--- src/hw/rtl/integer_to_radix_ascii_macros.svh ---
// -----------------------------------------------------------------------------
// integer_to_radix_ascii assertion macros
// Shared concurrent assertion wrappers, clocked on i_clk and held off in reset.
// -----------------------------------------------------------------------------
`ifndef INTEGER_TO_RADIX_ASCII_MACROS_SVH
`define INTEGER_TO_RADIX_ASCII_MACROS_SVH

`ifndef ASSERT_OFF
// plain property check
`define IRA_ASSERT(lbl, prop, msg) \
    lbl: assert property (@(posedge i_clk) disable iff (!i_rst_n) (prop)) else $error(msg);
// same-cycle implication
`define IRA_ASSERT_IMP(lbl, ante, cons, msg) \
    lbl: assert property (@(posedge i_clk) disable iff (!i_rst_n) (ante) |-> (cons)) \
        else $error(msg);
// next-cycle implication
`define IRA_ASSERT_NXT(lbl, ante, cons, msg) \
    lbl: assert property (@(posedge i_clk) disable iff (!i_rst_n) (ante) |=> (cons)) \
        else $error(msg);
`else
`define IRA_ASSERT(lbl, prop, msg)
`define IRA_ASSERT_IMP(lbl, ante, cons, msg)
`define IRA_ASSERT_NXT(lbl, ante, cons, msg)
`endif

`endif

--- src/hw/rtl/ira_pkg.sv ---
`timescale 1ns / 1ps
// -----------------------------------------------------------------------------
// ira_pkg
// Types, constants and the digit-to-character map of the radix text converter.
// -----------------------------------------------------------------------------
package ira_pkg;

    localparam int RADIX_W = 6;
    localparam int CHAR_W  = 8;

    typedef logic [RADIX_W-1:0] t_radix;
    typedef logic [RADIX_W-1:0] t_digit;
    typedef logic [CHAR_W-1:0]  t_char;

    localparam t_radix RADIX_MIN    = 6'd2;
    localparam t_radix RADIX_MAX    = 6'd36;
    localparam t_radix RADIX_RESET  = 6'd10;
    localparam t_radix SIGNED_RADIX = 6'd10;

    localparam t_char CHAR_ZERO  = 8'h30;
    localparam t_char CHAR_A     = 8'h61;
    localparam t_char CHAR_MINUS = 8'h2d;
    localparam t_char CHAR_NONE  = 8'h00;

    // start clears the digit cells and loads the magnitude, shift moves digits up
    typedef struct packed {
        logic start;
        logic shift;
    } t_conv_ctrl;

    function automatic t_char digit_char(input t_digit d);
        if (d < 6'd10) begin
            return CHAR_ZERO + {2'b00, d};
        end else begin
            return CHAR_A + {2'b00, d} - 8'd10;
        end
    endfunction

endpackage

--- src/hw/rtl/ira_digit_cell.sv ---
`timescale 1ns / 1ps
// -----------------------------------------------------------------------------
// ira_digit_cell
// One radix digit: doubles and adds the incoming carry, folding back into range.
// -----------------------------------------------------------------------------
module ira_digit_cell (
    input  logic               i_clk,
    input  logic               i_rst_n,
    input  ira_pkg::t_conv_ctrl i_ctrl,
    input  logic               i_en,
    input  logic               i_cin,
    input  ira_pkg::t_radix    i_radix,
    input  ira_pkg::t_digit    i_shift_in,
    output ira_pkg::t_digit    o_digit,
    output logic               o_cout,
    output logic               o_en
);
    import ira_pkg::*;

    t_digit     r_digit, n_digit;
    logic       r_cout, n_cout;
    logic       r_en;
    logic [6:0] w_sum;
    logic [6:0] w_diff;
    logic       w_ge;

    // digit < radix so 2*digit+1 < 2*radix: one subtract is enough
    assign w_sum  = {r_digit, i_cin};
    assign w_ge   = w_sum >= {1'b0, i_radix};
    assign w_diff = w_sum - {1'b0, i_radix};

    always_comb begin
        n_digit = r_digit;
        n_cout  = r_cout;
        if (i_ctrl.start) begin
            n_digit = '0;
            n_cout  = 1'b0;
        end else if (i_ctrl.shift) begin
            n_digit = i_shift_in;
        end else if (i_en) begin
            n_digit = w_ge ? w_diff[RADIX_W-1:0] : w_sum[RADIX_W-1:0];
            n_cout  = w_ge;
        end
    end

    always_ff @(posedge i_clk) begin
        r_digit <= n_digit;
        r_cout  <= n_cout;
    end

    always_ff @(posedge i_clk) begin
        if (!i_rst_n) begin
            r_en <= 1'b0;
        end else begin
            r_en <= i_en && !i_ctrl.start;
        end
    end

    assign o_digit = r_digit;
    assign o_cout  = r_cout;
    assign o_en    = r_en;

endmodule

--- src/hw/rtl/ira_converter.sv ---
`timescale 1ns / 1ps
// -----------------------------------------------------------------------------
// ira_converter
// Bit-serial binary to radix conversion through a skewed chain of digit cells.
// -----------------------------------------------------------------------------
module ira_converter #(
    parameter int VALUE_BITS = 32
) (
    input  logic                  i_clk,
    input  logic                  i_rst_n,
    input  ira_pkg::t_conv_ctrl   i_ctrl,
    input  logic [VALUE_BITS-1:0] i_mag,
    input  ira_pkg::t_radix       i_radix,
    output logic                  o_done,
    output ira_pkg::t_digit       o_top_digit
);
    import ira_pkg::*;

    localparam int NDIG  = VALUE_BITS;
    localparam int CNT_W = $clog2(VALUE_BITS + NDIG);
    localparam logic [CNT_W-1:0] FEED_END = CNT_W'(VALUE_BITS);
    localparam logic [CNT_W-1:0] LAST_CNT = CNT_W'(VALUE_BITS + NDIG - 2);

    logic [VALUE_BITS-1:0] r_bits;
    logic [CNT_W-1:0]      r_cnt;
    logic                  r_busy;
    logic                  r_done;
    logic                  w_feed;

    t_digit w_digit [NDIG];
    logic   w_cout  [NDIG];
    logic   w_en    [NDIG];

    assign w_feed = r_busy && (r_cnt < FEED_END);

    // magnitude leaves msb first, one bit per cycle
    always_ff @(posedge i_clk) begin
        if (i_ctrl.start) begin
            r_bits <= i_mag;
        end else if (w_feed) begin
            r_bits <= {r_bits[VALUE_BITS-2:0], 1'b0};
        end
    end

    always_ff @(posedge i_clk) begin
        if (!i_rst_n) begin
            r_cnt  <= '0;
            r_busy <= 1'b0;
            r_done <= 1'b0;
        end else if (i_ctrl.start) begin
            r_cnt  <= '0;
            r_busy <= 1'b1;
            r_done <= 1'b0;
        end else if (r_busy) begin
            r_cnt <= r_cnt + CNT_W'(1);
            // last cell takes its final carry at this count
            if (r_cnt == LAST_CNT) begin
                r_busy <= 1'b0;
                r_done <= 1'b1;
            end
        end
    end

    for (genvar k = 0; k < NDIG; k++) begin : g_cell
        if (k == 0) begin : g_first
            ira_digit_cell u_cell (
                .i_clk      (i_clk),
                .i_rst_n    (i_rst_n),
                .i_ctrl     (i_ctrl),
                .i_en       (w_feed),
                .i_cin      (r_bits[VALUE_BITS-1]),
                .i_radix    (i_radix),
                .i_shift_in ('0),
                .o_digit    (w_digit[k]),
                .o_cout     (w_cout[k]),
                .o_en       (w_en[k])
            );
        end else begin : g_rest
            ira_digit_cell u_cell (
                .i_clk      (i_clk),
                .i_rst_n    (i_rst_n),
                .i_ctrl     (i_ctrl),
                .i_en       (w_en[k-1]),
                .i_cin      (w_cout[k-1]),
                .i_radix    (i_radix),
                .i_shift_in (w_digit[k-1]),
                .o_digit    (w_digit[k]),
                .o_cout     (w_cout[k]),
                .o_en       (w_en[k])
            );
        end
    end

    assign o_done      = r_done;
    assign o_top_digit = w_digit[NDIG-1];

endmodule

--- src/hw/rtl/integer_to_radix_ascii.sv ---
`timescale 1ns / 1ps
// flow: the magnitude runs through the digit cell chain (carry steps, then done flag),
// then digits shift out (leading zeros dropped, characters sent), after a minus sign
// for a negative number in radix 10; an invalid radix sends one empty-text marker
// one item at a time: a new number is taken only when the block is back in idle
// reset: synchronous active-low i_rst_n, radix returns to 10, block idle and empty
// -----------------------------------------------------------------------------
// integer_to_radix_ascii
// Signed integer to lower-case text in radix 2 to 36, one character per item.
// -----------------------------------------------------------------------------
module integer_to_radix_ascii #(
    parameter int VALUE_BITS = 32,
    localparam int S_DATA_W  = ((VALUE_BITS + 7) / 8) * 8
) (
    input  logic                i_clk,
    input  logic                i_rst_n,
    input  logic                i_cfg_wr_en,
    input  ira_pkg::t_radix     i_cfg_wr_data,
    input  logic                i_s_tvalid,
    output logic                o_s_tready,
    input  logic [S_DATA_W-1:0] i_s_tdata,   // number_in, zero padded
    output logic                o_m_tvalid,
    input  logic                i_m_tready,
    output ira_pkg::t_char      o_m_tdata,   // char_code
    output logic                o_m_tlast,   // last_char
    output logic                o_m_tuser    // empty_text
);
    import ira_pkg::*;

    localparam int NDIG   = VALUE_BITS;
    localparam int LEFT_W = $clog2(NDIG + 1);
    localparam logic [LEFT_W-1:0] LEFT_INIT = LEFT_W'(NDIG);
    localparam logic [LEFT_W-1:0] LEFT_ONE  = LEFT_W'(1);

    localparam logic [2:0] ST_IDLE = 3'd0;
    localparam logic [2:0] ST_CONV = 3'd1;
    localparam logic [2:0] ST_SIGN = 3'd2;
    localparam logic [2:0] ST_EMIT = 3'd3;
    localparam logic [2:0] ST_BAD  = 3'd4;

    logic [2:0]        r_state, n_state;
    t_radix            r_radix;
    logic              r_neg, n_neg;
    logic [LEFT_W-1:0] r_left, n_left;
    logic              r_started, n_started;
    logic              r_m_valid, n_m_valid;
    t_char             r_m_data, n_m_data;
    logic              r_m_last, n_m_last;
    logic              r_m_empty, n_m_empty;

    logic [VALUE_BITS-1:0] w_raw;
    logic [VALUE_BITS-1:0] w_mag;
    logic                  w_s_acc;
    logic                  w_radix_ok;
    logic                  w_can_load;
    logic                  w_skip;
    logic                  w_emit;
    logic                  w_done;
    t_digit                w_top;
    t_conv_ctrl            w_ctrl;

    assign o_s_tready = (r_state == ST_IDLE);
    assign w_s_acc    = i_s_tvalid && o_s_tready;
    assign w_raw      = i_s_tdata[VALUE_BITS-1:0];
    // most negative value negates to itself, which is the right unsigned magnitude
    assign w_mag      = w_raw[VALUE_BITS-1] ? (~w_raw + VALUE_BITS'(1)) : w_raw;
    assign w_radix_ok = (r_radix >= RADIX_MIN) && (r_radix <= RADIX_MAX);
    assign w_can_load = !r_m_valid || i_m_tready;

    // leading zeros are dropped, but the last digit always goes out
    assign w_skip = (r_state == ST_EMIT) && !r_started && (w_top == '0) && (r_left != LEFT_ONE);
    assign w_emit = (r_state == ST_EMIT) && !w_skip && w_can_load;

    assign w_ctrl.start = w_s_acc && w_radix_ok;
    assign w_ctrl.shift = w_skip || w_emit;

    ira_converter #(
        .VALUE_BITS (VALUE_BITS)
    ) u_conv (
        .i_clk       (i_clk),
        .i_rst_n     (i_rst_n),
        .i_ctrl      (w_ctrl),
        .i_mag       (w_mag),
        .i_radix     (r_radix),
        .o_done      (w_done),
        .o_top_digit (w_top)
    );

    always_comb begin
        n_state   = r_state;
        n_neg     = r_neg;
        n_left    = r_left;
        n_started = r_started;
        n_m_valid = r_m_valid && !i_m_tready;
        n_m_data  = r_m_data;
        n_m_last  = r_m_last;
        n_m_empty = r_m_empty;
        unique case (r_state)
            ST_IDLE: begin
                if (w_s_acc) begin
                    n_neg     = w_raw[VALUE_BITS-1];
                    n_left    = LEFT_INIT;
                    n_started = 1'b0;
                    n_state   = w_radix_ok ? ST_CONV : ST_BAD;
                end
            end
            ST_CONV: begin
                if (w_done) begin
                    n_state = (r_neg && (r_radix == SIGNED_RADIX)) ? ST_SIGN : ST_EMIT;
                end
            end
            ST_SIGN: begin
                if (w_can_load) begin
                    n_m_valid = 1'b1;
                    n_m_data  = CHAR_MINUS;
                    n_m_last  = 1'b0;
                    n_m_empty = 1'b0;
                    n_state   = ST_EMIT;
                end
            end
            ST_EMIT: begin
                if (w_skip) begin
                    n_left = r_left - LEFT_ONE;
                end else if (w_emit) begin
                    n_m_valid = 1'b1;
                    n_m_data  = digit_char(w_top);
                    n_m_last  = (r_left == LEFT_ONE);
                    n_m_empty = 1'b0;
                    n_started = 1'b1;
                    n_left    = r_left - LEFT_ONE;
                    if (r_left == LEFT_ONE) begin
                        n_state = ST_IDLE;
                    end
                end
            end
            ST_BAD: begin
                if (w_can_load) begin
                    n_m_valid = 1'b1;
                    n_m_data  = CHAR_NONE;
                    n_m_last  = 1'b1;
                    n_m_empty = 1'b1;
                    n_state   = ST_IDLE;
                end
            end
            default: begin
                n_state = ST_IDLE;
            end
        endcase
    end

    always_ff @(posedge i_clk) begin
        if (!i_rst_n) begin
            r_state   <= ST_IDLE;
            r_radix   <= RADIX_RESET;
            r_m_valid <= 1'b0;
        end else begin
            r_state   <= n_state;
            r_m_valid <= n_m_valid;
            if (i_cfg_wr_en) begin
                r_radix <= i_cfg_wr_data;
            end
        end
    end

    always_ff @(posedge i_clk) begin
        r_neg     <= n_neg;
        r_left    <= n_left;
        r_started <= n_started;
        r_m_data  <= n_m_data;
        r_m_last  <= n_m_last;
        r_m_empty <= n_m_empty;
    end

    assign o_m_tvalid = r_m_valid;
    assign o_m_tdata  = r_m_data;
    assign o_m_tlast  = r_m_last;
    assign o_m_tuser  = r_m_empty;

`include "integer_to_radix_ascii_macros.svh"

    `IRA_ASSERT_NXT(a_busy_after_accept, w_s_acc, r_state != ST_IDLE, "idle after accept")
    `IRA_ASSERT_IMP(a_empty, r_m_valid && r_m_empty, r_m_last && (r_m_data == CHAR_NONE), "bad empty")
    `IRA_ASSERT_NXT(a_last_ends, w_emit && (r_left == LEFT_ONE), r_state == ST_IDLE, "not closed")
    `IRA_ASSERT_IMP(a_no_shift_in_conv, r_state == ST_CONV, !w_ctrl.shift, "shift in conv")
    `IRA_ASSERT_IMP(a_start_only_valid, w_ctrl.start, w_radix_ok, "start on bad radix")

endmodule

--- config.mk ---
export PLATFORM = sky130hd
export DESIGN_NAME = integer_to_radix_ascii
export DESIGN_NICKNAME = d
export VERILOG_FILES = /design/src/hw/rtl/ira_pkg.sv /design/src/hw/rtl/ira_digit_cell.sv /design/src/hw/rtl/ira_converter.sv /design/src/hw/rtl/integer_to_radix_ascii.sv
export VERILOG_INCLUDE_DIRS = /design/src /design/src/hw/rtl
export SDC_FILE = /design/constraint.sdc
export NUM_CORES = 1
export LEC_CHECK = 0
export BUFFER_PORTS_ARGS = -buffer_cell sky130_fd_sc_hd__buf_4
export CELL_PAD_IN_SITES_DETAIL_PLACEMENT = 1
export CELL_PAD_IN_SITES_GLOBAL_PLACEMENT = 1
export CORE_MARGIN = 8
export CORE_UTILIZATION = 53
export DETAILED_ROUTE_END_ITERATION = 10
export PLACE_DENSITY_LB_ADDON = 0.1
export SYNTH_ARGS = -nofsm -noshare
export SYNTH_HDL_FRONTEND = slang
export SYNTH_SLANG_ARGS = --single-unit
--- constraint.sdc ---
create_clock -name i_clk -period 9.4 [get_ports i_clk]
set_clock_uncertainty 0.05 [all_clocks]
set_input_delay 2.35 -clock i_clk [delete_from_list [all_inputs] [get_ports i_clk]]
set_output_delay 2.35 -clock i_clk [all_outputs]
set_load 0.02 [all_outputs]
## Word-level counts from Yosys, hierarchy flattened

Index checks and enable logic that the tools add are counted.

- Register bits: 322
- Bits of input ports: 43
- Output and inout port bits: 12
- Logic and storage cells: 461

- $add $sub $neg: 38
- Magnitude comparators: 36
- Equal/unequal tests: 16
- Muxes and demuxes: 136
- Bitwise operators: 3
- Reduce and logical (&&, ||, !) cells: 125

Operator list:

| cell | number |
|---|---|
| two-way mux 6 bit | 97 |
| greater-or-equal comparator 7 x 6 -> 1 bit | 32 |
| subtractor 6 bit | 32 |
| two-way mux 32 bit | 3 |
| AND reduction 2 bit | 33 |
| nonzero test 2 bit | 33 |
| logical AND 1 bit | 42 |
| two-way mux 8 bit | 5 |
| adder 32 x 1 -> 32 bit, second input constant | 1 |
| NOT 32 bit | 1 |
| two-way mux 3 bit | 8 |
| case mux 8 bit (3 select lines) | 1 |
| two-way mux 1 bit | 16 |
| case mux 3 bit (5 select lines) | 1 |
| case mux 6 bit (2 select lines) | 1 |
| adder 7 x 6 -> 8 bit, first input constant | 1 |
| != test 2 bit, second input constant | 4 |
| subtractor 8 x 4 -> 8 bit, second input constant | 1 |
| adder 6 x 6 -> 7 bit, first input constant | 1 |
| AND reduction 7 bit | 1 |
| adder 6 x 1 -> 6 bit, second input constant | 1 |
| == test 3 x 2 -> 1 bit, second input constant | 2 |
| == test 6 x 1 -> 1 bit, second input constant | 1 |
| == test 6 x 4 -> 1 bit, second input constant | 1 |
| other kinds (23) | 35 |

## Depth between registers and ports, before layout

Gate-level depths: netlist (run 1).

- Depth after elaboration: 10
- Gate-level depth with buffers: 10
- Mapped depth without buffers: 9

## By module

A second synthesis (run 1) with hierarchy kept.

- Cells, all modules: 3051
- Area total of the unflattened synthesis: 26623.0 µm²

By module, submodules not included:

| module | instances | cells each | area an instance (µm²) | seq. area each (µm²) |
|---|---|---|---|---|
| ira_digit_cell | 32 | 84 | 708.2 | 160.2 |
| integer_to_radix_ascii | 1 | 256 | 2260.9 | 740.7 |
| ira_converter | 1 | 107 | 1700.4 | 1121.1 |

## Worst setup path before layout (run 1)

Ideal clock, no wire load.

- Path kind: register -> register
- Start point: reg r_radix[1]
- End point: reg u_conv.r_bits[0], enable pin
- Library setup time: 479 ps
- Data arrival time: 3987 ps
- Data required time: 8871 ps
- Slack: 4885 ps
- Cell stages (with the launch flop): 7
- Buffers on the path: 2
- Clock period less this slack: 4515 ps
- Cells stage by stage: dfxtp_1 -> inv_1 -> a41oi_1 -> nand2_1 -> clkbuf_1 -> clkbuf_1 -> nand2_1

- Longest elaborated chain between the ends: 4
- Elaborated cells on any way between the ends: 5
- Classes of those cells: 2 x order compare; 3 x reduce/logical

RTL lines:

| element | RTL line | source |
|---|---|---|
| start: declaration | integer_to_radix_ascii.sv:42 | `t_radix r_radix;` |
| start signal: assignment | integer_to_radix_ascii.sv:160 | `r_radix <= i_cfg_wr_data;` |
| greater-or-equal comparator 6 x 2 -> 1 bit or <= comparator 6 bit (tied branches) | integer_to_radix_ascii.sv:67 | `assign w_radix_ok = (r_radix >= RADIX_MIN) && (r_radix <= RADIX_MAX);` |
| logical AND 1 bit (*) | integer_to_radix_ascii.sv:67 |  |
| logical AND 1 bit (*) | integer_to_radix_ascii.sv:74 | `assign w_ctrl.start = w_s_acc && w_radix_ok;` |
| nonzero test 2 bit (no line) (*) | -- |  |
| end signal: assignment | ira_converter.sv:39 | `r_bits <= i_mag;` |
| end signal: assignment | ira_converter.sv:41 | `r_bits <= {r_bits[VALUE_BITS-2:0], 1'b0};` |
| end: declaration | ira_converter.sv:24 | `logic [VALUE_BITS-1:0] r_bits;` |

Mark *: on every way between the ends. The rest lies on a longest branch, timed or not.
A chain may end at the register's enable or synchronous reset.

## Worst setup path in the final report (run 1)

- Start point: in i_m_tready
- End point: reg u_conv.g_cell[30].g_rest.u_cell.r_digit[1]

- Longest elaborated chain between the ends: 4
- Elaborated cells on any way between the ends: 5
- Classes of those cells: 1 x mux; 4 x reduce/logical

RTL lines:

| element | RTL line | source |
|---|---|---|
| start: declaration | integer_to_radix_ascii.sv:23 | `input logic i_m_tready,` |
| logical OR 1 bit (*) | integer_to_radix_ascii.sv:68 | `assign w_can_load = !r_m_valid \|\| i_m_tready;` |
| logical AND 1 bit (*) | integer_to_radix_ascii.sv:72 | `assign w_emit = (r_state == ST_EMIT) && !w_skip && w_can_load;` |
| logical OR 1 bit (*) | integer_to_radix_ascii.sv:75 | `assign w_ctrl.shift = w_skip \|\| w_emit;` |
| two-way mux 6 bit or nonzero test 2 bit (tied branches) | -- |  |
| end signal: assignment | ira_digit_cell.sv:47 | `r_digit <= n_digit;` |
| end: declaration | ira_digit_cell.sv:20 | `t_digit r_digit, n_digit;` |

Marked as above.

==> results of run 1 <==
==> worst max path at each step <==
stage | startpoint | endpoint | slack [ns] | cells after the start
final | i_m_tready | u_conv.g_cell[30].g_rest.u_cell.o_digit[1] | 5.02 | 8
after global routing | r_radix[1] | u_conv.g_cell[0].g_first.u_cell.o_digit[4] | 4.68 | 7
after CTS | i_m_tready | u_conv.g_cell[31].g_rest.u_cell.o_digit[5] | 5.01 | 8
after detailed placement | i_m_tready | u_conv.g_cell[31].g_rest.u_cell.o_digit[5] | 4.43 | 8
after global placement | i_m_tready | u_conv.g_cell[30].g_rest.u_cell.o_digit[1] | 4.45 | 8
after floorplan | r_radix[1] | u_conv.r_bits[0] | 4.88 | 6
==> power by group through the flow <==
stage | sequential, µW | clock [µW] | combinational (µW)
finish | 2020 | 1500 | 2730
global route | 2050 | 1570 | 3010
CTS | 2010 | 1530 | 2730
detailed placement | 2040 | 0 | 2690
global placement | 2020 | 0 | 2560
floorplan | 1930 | 0 | 2100
==> tightest hold or removal path, stage by stage (launching register included) <==
cell      delay [ns]
dfxtp_1         0.31
inv_1           0.07
a211oi_1        0.07
==> routing by layer <==
layer	up-vias	GRT usage	share of wire
met5	-	0	0
met1	10600	0.325	0.44
li1	10200	-	-
met4	0	0.0971	0.032
met3	153	0.0303	0.030
met2	352	0.463	0.49
==> cells in the mapped netlist, drive strengths merged (54+ instances only) <==
master  count  area [µm²]
a21o       61         458
nand3      70         363
dfxtp     272        5450
ha        203        2540
nand2b    165        1030
xor2      103         902
o211ai     78         586
o21ai     267        1340
mux2       54         608
clkbuf    116         435
a31oi      71         450
nor2      115         432
nand2     283        1060
mux2i     109        1090
a21oi     234        1170
inv       110         413
==> registers in the layout, indices dropped and copies added (netlist names) <==
name,flops
o_m_tdata,8
o_m_tlast,1
o_m_tuser,1
o_m_tvalid,1
r_left,6
r_neg,1
r_radix,6
r_started,1
r_state,3
u_conv.g_cell.g_first.u_cell.o_cout,1
u_conv.g_cell.g_first.u_cell.o_digit,6
u_conv.g_cell.g_first.u_cell.o_en,1
u_conv.g_cell.g_rest.u_cell.o_cout,30
u_conv.g_cell.g_rest.u_cell.o_digit,186
u_conv.g_cell.g_rest.u_cell.o_en,30
u_conv.o_done,1
u_conv.r_bits,32
u_conv.r_busy,1
u_conv.r_cnt,6
==> kinds of logic (layout without fill, tap and decap cells) <==
logic type,count (synthesis),after routing
AOI/OAI and AO/OA,905,905
xor gates and xnor gates,155,155
adders and majority gates,235,235
buffers and inverters,254,247
DFF,322,322
muxes,163,163
and+or+nand+nor,774,774
==> metrics by stage <==
stage          hold WS (ns)   util  power, µW  worst slack, ns  area (µm²)
2_1_floorplan         0.390      -       4030             4.88       23800
3_3_place_gp          0.435  0.555       4580             4.45       24600
3_5_place_dp          0.439  0.555       4730             4.43       24600
4_1_cts               0.444  0.583       6270             5.01       25800
5_1_grt               0.475  0.583       6630             4.68       25800
6_report              0.444  0.583       6250             5.02       25800
==> final cells by class <==
| cell class | instances | area share |
|---|---|---|
| sequential | 322 | 0.269 |
| clock inverter | 8 | 0.00266 |
| clock buffer | 60 | 0.0453 |
| inverter | 111 | 0.0162 |
| timing repair buffer | 68 | 0.0207 |
| tap | 592 | 0.0287 |
| multi-input combinational | 2232 | 0.617 |
==> impl_metrics.json, run 1 <==
{
  "htree_levels": 2,
  "final_net_count": 3052,
  "placement.io_buffers": 54,
  "leakage_uw": 0.0103,
  "r2r-end": "u_conv.r_bits[18]",
  "clk_path_buf_depth": 3,
  "layout.cells.non_filler": 3393,
  "first_iter_violations": 1301,
  "synth_area_um2": 23800,
  "drv_slew": 0,
  "start_util": 0.538,
  "fin_crit_sh": 0.466,
  "clk_pin_slew_ns": 0.06,
  "design.core.area_um2": 44300,
  "synth_top_family_by_area": "compound AO/OA/AOI/OAI gates",
  "peakVddDrop_mv": 0.182,
  "multi_input_area_um2": 16000,
  "detail_route.first_pass.iterations": 5,
  "ys_seq_area_frac": 0.291,
  "yosys.area_share.simple": 0.160,
  "synth_edf_count": 50,
  "fillers": 5281,
  "cts-root-buf": "clkbuf_16",
  "grt_max_degree": 194,
  "mostFrequentLayoutCells": "nand2_1, dfxtp_1, a21oi_1",
  "avgSynthCellArea_um2": 8.49,
  "register_area_um2": 6950,
  "ys_types": 68,
  "grt_pass1_vias": 22500,
  "critical-path-top-delay-family": "simple AND/OR/NAND/NOR gates",
  "die_h_um": 228,
  "place_congestion": 0.836,
  "path_cells": "buf_4 -> nor2b_1 -> a31oi_1 -> and2_4 -> buf_4 -> nand2_1 -> and2_1 -> a311oi_1",
  "worstHoldEndpoint": "u_conv.g_cell[23].g_rest.u_cell.o_cout",
  "run_status": "finished clean",
  "die_area_um2": 52000,
  "routedWlPerCell_um": 21.0,
  "p_sw_uw": 2520,
  "async_reset_ff_frac": 0,
  "synth_cells": 2808,
  "worstPathBufferInverterCount": 2,
  "clock_latency_ns": 0.56,
  "fin_tns_setup_ns": 0,
  "grt.total_usage": 0.262,
  "drc": 0,
  "reg2reg_slack_ns": 5.02,
  "drive_gt1_frac": 0.0832,
  "synth_compound_area_frac": 0.246,
  "fmax_ghz": 0.228,
  "hpwl_um": 46300,
  "synth_seq_cells": 322,
  "grt-ovfl-total": 0,
  "combPwrFrac": 0.437,
  "cp.required_ns": 9.81,
  "pwr-share-seq": 0.323,
  "antenna_found_initial": 0,
  "grt_setup_unrepaired": "no",
  "hp-start": "u_conv.g_cell[23].g_rest.u_cell.o_cout",
  "cts_tree": "built",
  "grt_first_pass_wirelength_um": 116000,
  "synthAdderAreaFrac": 0.133,
  "yosysWarnings": 0,
  "p_int_uw": 3740,
  "ant_nets": 0,
  "path_max_fanout": 76,
  "final_common_cell": "nand2_1",
  "post_cts_buffers": 0,
  "pin_count": 55,
  "crit_path_end_kind": "flip-flop",
  "post_cts_resized": 0,
  "hold_violations": 0,
  "critPathMostFrequentCell": "buf_4",
  "whs_path_depth": 2,
  "holdBufCountCts": 0,
  "cp-start-kind": "input port",
  "vias": 21300,
  "p_per_area_nw_per_um2": 242,
  "yosys.area_share.xor_xnor": 0.0569,
  "slowest_stage": "and2_4",
  "place_inst": 3325,
  "path_class": "input port to flip-flop",
  "hold_class": "flip-flop to flip-flop",
  "via_per_inst": 6.28,
  "critPathArrivalTime_ns": 4.79,
  "synthMuxAreaShare": 0.0712,
  "critPathMaxStageDelay_ns": 0.81,
  "clock-sinks": 322,
  "routed_wl_um": 71200,
  "slew_headroom": 0.357,
  "synth_nets": 3086,
  "p_sw_frac": 0.403,
  "synth_ff_type": "dfxtp_1",
  "area_delta_synth_final_pct": 8.32,
  "finalCriticalPeriod_ns": 4.38,
  "die_w_um": 228,
  "tightest_slew_ns": 0.965,
  "antennaDiodeCount": 0,
  "setup_viol": 0,
  "numCtsBuffers": 39,
  "pwr-share-clk": 0.240,
  "rows": 77,
  "reg2reg_from": "r_radix[1]",
  "drv_cap": 0,
  "worst-r2r-cell-count": 7
}
Power figures use the tool's default switching activity.
==> run 2, diff against run 1 <==
CORE_UTILIZATION = 45   (was 53)
clock period = 4 ns   (was 9.4 ns; I/O delays follow)
==> run 2 against run 1 <==
Net effect: cell count rose by 3.7%; largest power group unchanged; sequential power rose by 130%; clock power rose to 2.6 times the previous value; global-route usage fell by 3.7 points; sequential share of layout area fell by 0.65 points; non-clock buffer count rose by 24; hold slack got worse by 0.015 ns; total power rose by 140%; via count fell by 2.1%.
==> impl_metrics.json, run 2 (synthesized netlist as in run 1, its figures left out) <==
{
  "run_status": "finished clean",
  "via_per_inst": 5.93,
  "clock-sinks": 322,
  "vias": 20900,
  "reg2reg_slack_ns": 0.64,
  "detail_route.first_pass.iterations": 5,
  "routedWlPerCell_um": 19.7,
  "holdBufCountCts": 0,
  "place_congestion": 0.806,
  "worstPathBufferInverterCount": 2,
  "area_delta_synth_final_pct": 11.0,
  "drc": 0,
  "clk_path_buf_depth": 3,
  "path_max_fanout": 18,
  "critPathArrivalTime_ns": 3.76,
  "hpwl_um": 46400,
  "drv_cap": 0,
  "tightest_slew_ns": 0.938,
  "final_common_cell": "nand2_1",
  "drive_gt1_frac": 0.0943,
  "fin_hold_ws_ns": 0.429,
  "drv_slew": 0,
  "fin_tns_setup_ns": 0,
  "start_util": 0.455,
  "grt.total_usage": 0.225,
  "grt_pass1_vias": 22200,
  "reg2reg_from": "r_radix[3]",
  "cp-start-kind": "flip-flop",
  "hold_class": "flip-flop to flip-flop",
  "cp.required_ns": 4.40,
  "numCtsBuffers": 42,
  "clock_latency_ns": 0.57,
  "placement.io_buffers": 54,
  "rows": 84,
  "multi_input_area_um2": 16000,
  "hp-start": "u_conv.g_cell[0].g_first.u_cell.o_digit[3]",
  "register_area_um2": 6950,
  "die_area_um2": 60600,
  "final_net_count": 3079,
  "antennaDiodeCount": 0,
  "worstHoldEndpoint": "u_conv.g_cell[1].g_rest.u_cell.o_digit[3]",
  "whs_path_depth": 2,
  "die_w_um": 246,
  "critical-path-top-delay-family": "compound AO/OA/AOI/OAI gates",
  "htree_levels": 2,
  "post_cts_resized": 0,
  "hold_violations": 0,
  "mostFrequentLayoutCells": "nand2_1, dfxtp_1, a21oi_1",
  "slowest_stage": "a21boi_1",
  "crit_path_end_kind": "flip-flop",
  "die_h_um": 246,
  "worst-r2r-cell-count": 9,
  "path_class": "flip-flop to flip-flop",
  "leakage_uw": 0.0105,
  "pin_count": 55,
  "cts_tree": "built",
  "ant_nets": 0,
  "cp.depth": 9,
  "slew_headroom": 0.374,
  "peakVddDrop_mv": 0.402,
  "utilization": 0.505,
  "path_cells": "inv_2 -> buf_4 -> ha_1 -> a21o_1 -> a21oi_1 -> o21ai_0 -> a21boi_1 -> mux2_2 -> a221oi_1",
  "routed_wl_um": 69300,
  "clk_pin_slew_ns": 0.06,
  "fin_crit_sh": 0.839,
  "p_per_area_nw_per_um2": 573,
  "r2r-end": "u_conv.g_cell[13].g_rest.u_cell.o_digit[2]",
  "setup_viol": 0,
  "design.core.area_um2": 52400,
  "fmax_ghz": 0.298,
  "antenna_found_initial": 0,
  "cts-root-buf": "clkbuf_16",
  "first_iter_violations": 869,
  "post_cts_buffers": 0,
  "grt-ovfl-total": 0,
  "grt_setup_unrepaired": "no",
  "grt_max_degree": 86,
  "finalCriticalPeriod_ns": 3.36,
  "grt_first_pass_wirelength_um": 114000,
  "largest_register_ff_count": 186,
  "fillers": 6193,
  "critPathMaxStageDelay_ns": 0.55
}
## run 2: report_power, final
part           switching [µW]  leakage (µW)  internal, µW
logic                    3730       0.00713          2790
clock network            1540      0.000696          2370
registers                 666       0.00268          4060
## run 2: worst max-delay path by stage
| stage | to | slack [ns] | from |
|---|---|---|---|
| after CTS | u_conv.g_cell[13].g_rest.u_cell.o_digit[2] | 0.65 | r_radix[3] |
| final | u_conv.g_cell[13].g_rest.u_cell.o_digit[2] | 0.64 | r_radix[3] |
| after floorplan | u_conv.r_bits[0] | 0.01 | r_radix[1] |
| after global placement | u_conv.r_bits[23] | 0.67 | i_s_tdata[16] |
| after global routing | u_conv.g_cell[13].g_rest.u_cell.o_digit[2] | 0.43 | r_radix[3] |
| after detailed placement | u_conv.r_bits[26] | 0.56 | i_s_tdata[16] |
## run 2: metrics by stage
step,cell area (µm²),worst slack [ns],power [µW],cells
after floorplan,23900,0.0112,9460,2808
after global placement,25100,0.666,11000,3445
after detailed placement,25100,0.557,11300,3445
after CTS,26500,0.650,15300,3520
after global routing,26500,0.434,16200,3520
final,26500,0.643,15200,3520
## run 2: layer usage
| metal | up-vias | wire [µm] | GRT usage | part of all wire |
|---|---|---|---|---|
| li1 | 10200 | - | - | - |
| met1 | 10300 | 31600 | 0.281 | 0.46 |
| met4 | 0 | 1690 | 0.0671 | 0.024 |
| met5 | - | 0 | 0 | 0 |
| met2 | 213 | 34500 | 0.403 | 0.50 |
| met3 | 105 | 1600 | 0.0253 | 0.023 |
## run 2: cell type report
cell class | count | share of cell area
clock inverters | 18 | 0.00766
clock buffers | 57 | 0.0457
inverters | 111 | 0.0159
well taps | 688 | 0.0325
flip-flops and latches | 322 | 0.262
multi-input cells | 2232 | 0.603
repair buffers | 92 | 0.0332
## run 2: worst register-to-register path: stages, from the launching register on
cell,delay (ns)
dfxtp_1,0.33
inv_2,0.49
buf_4,0.35
ha_1,0.32
a21o_1,0.22
a21oi_1,0.17
o21ai_0,0.10
a21boi_1,0.55
mux2_2,0.40
a221oi_1,0.26
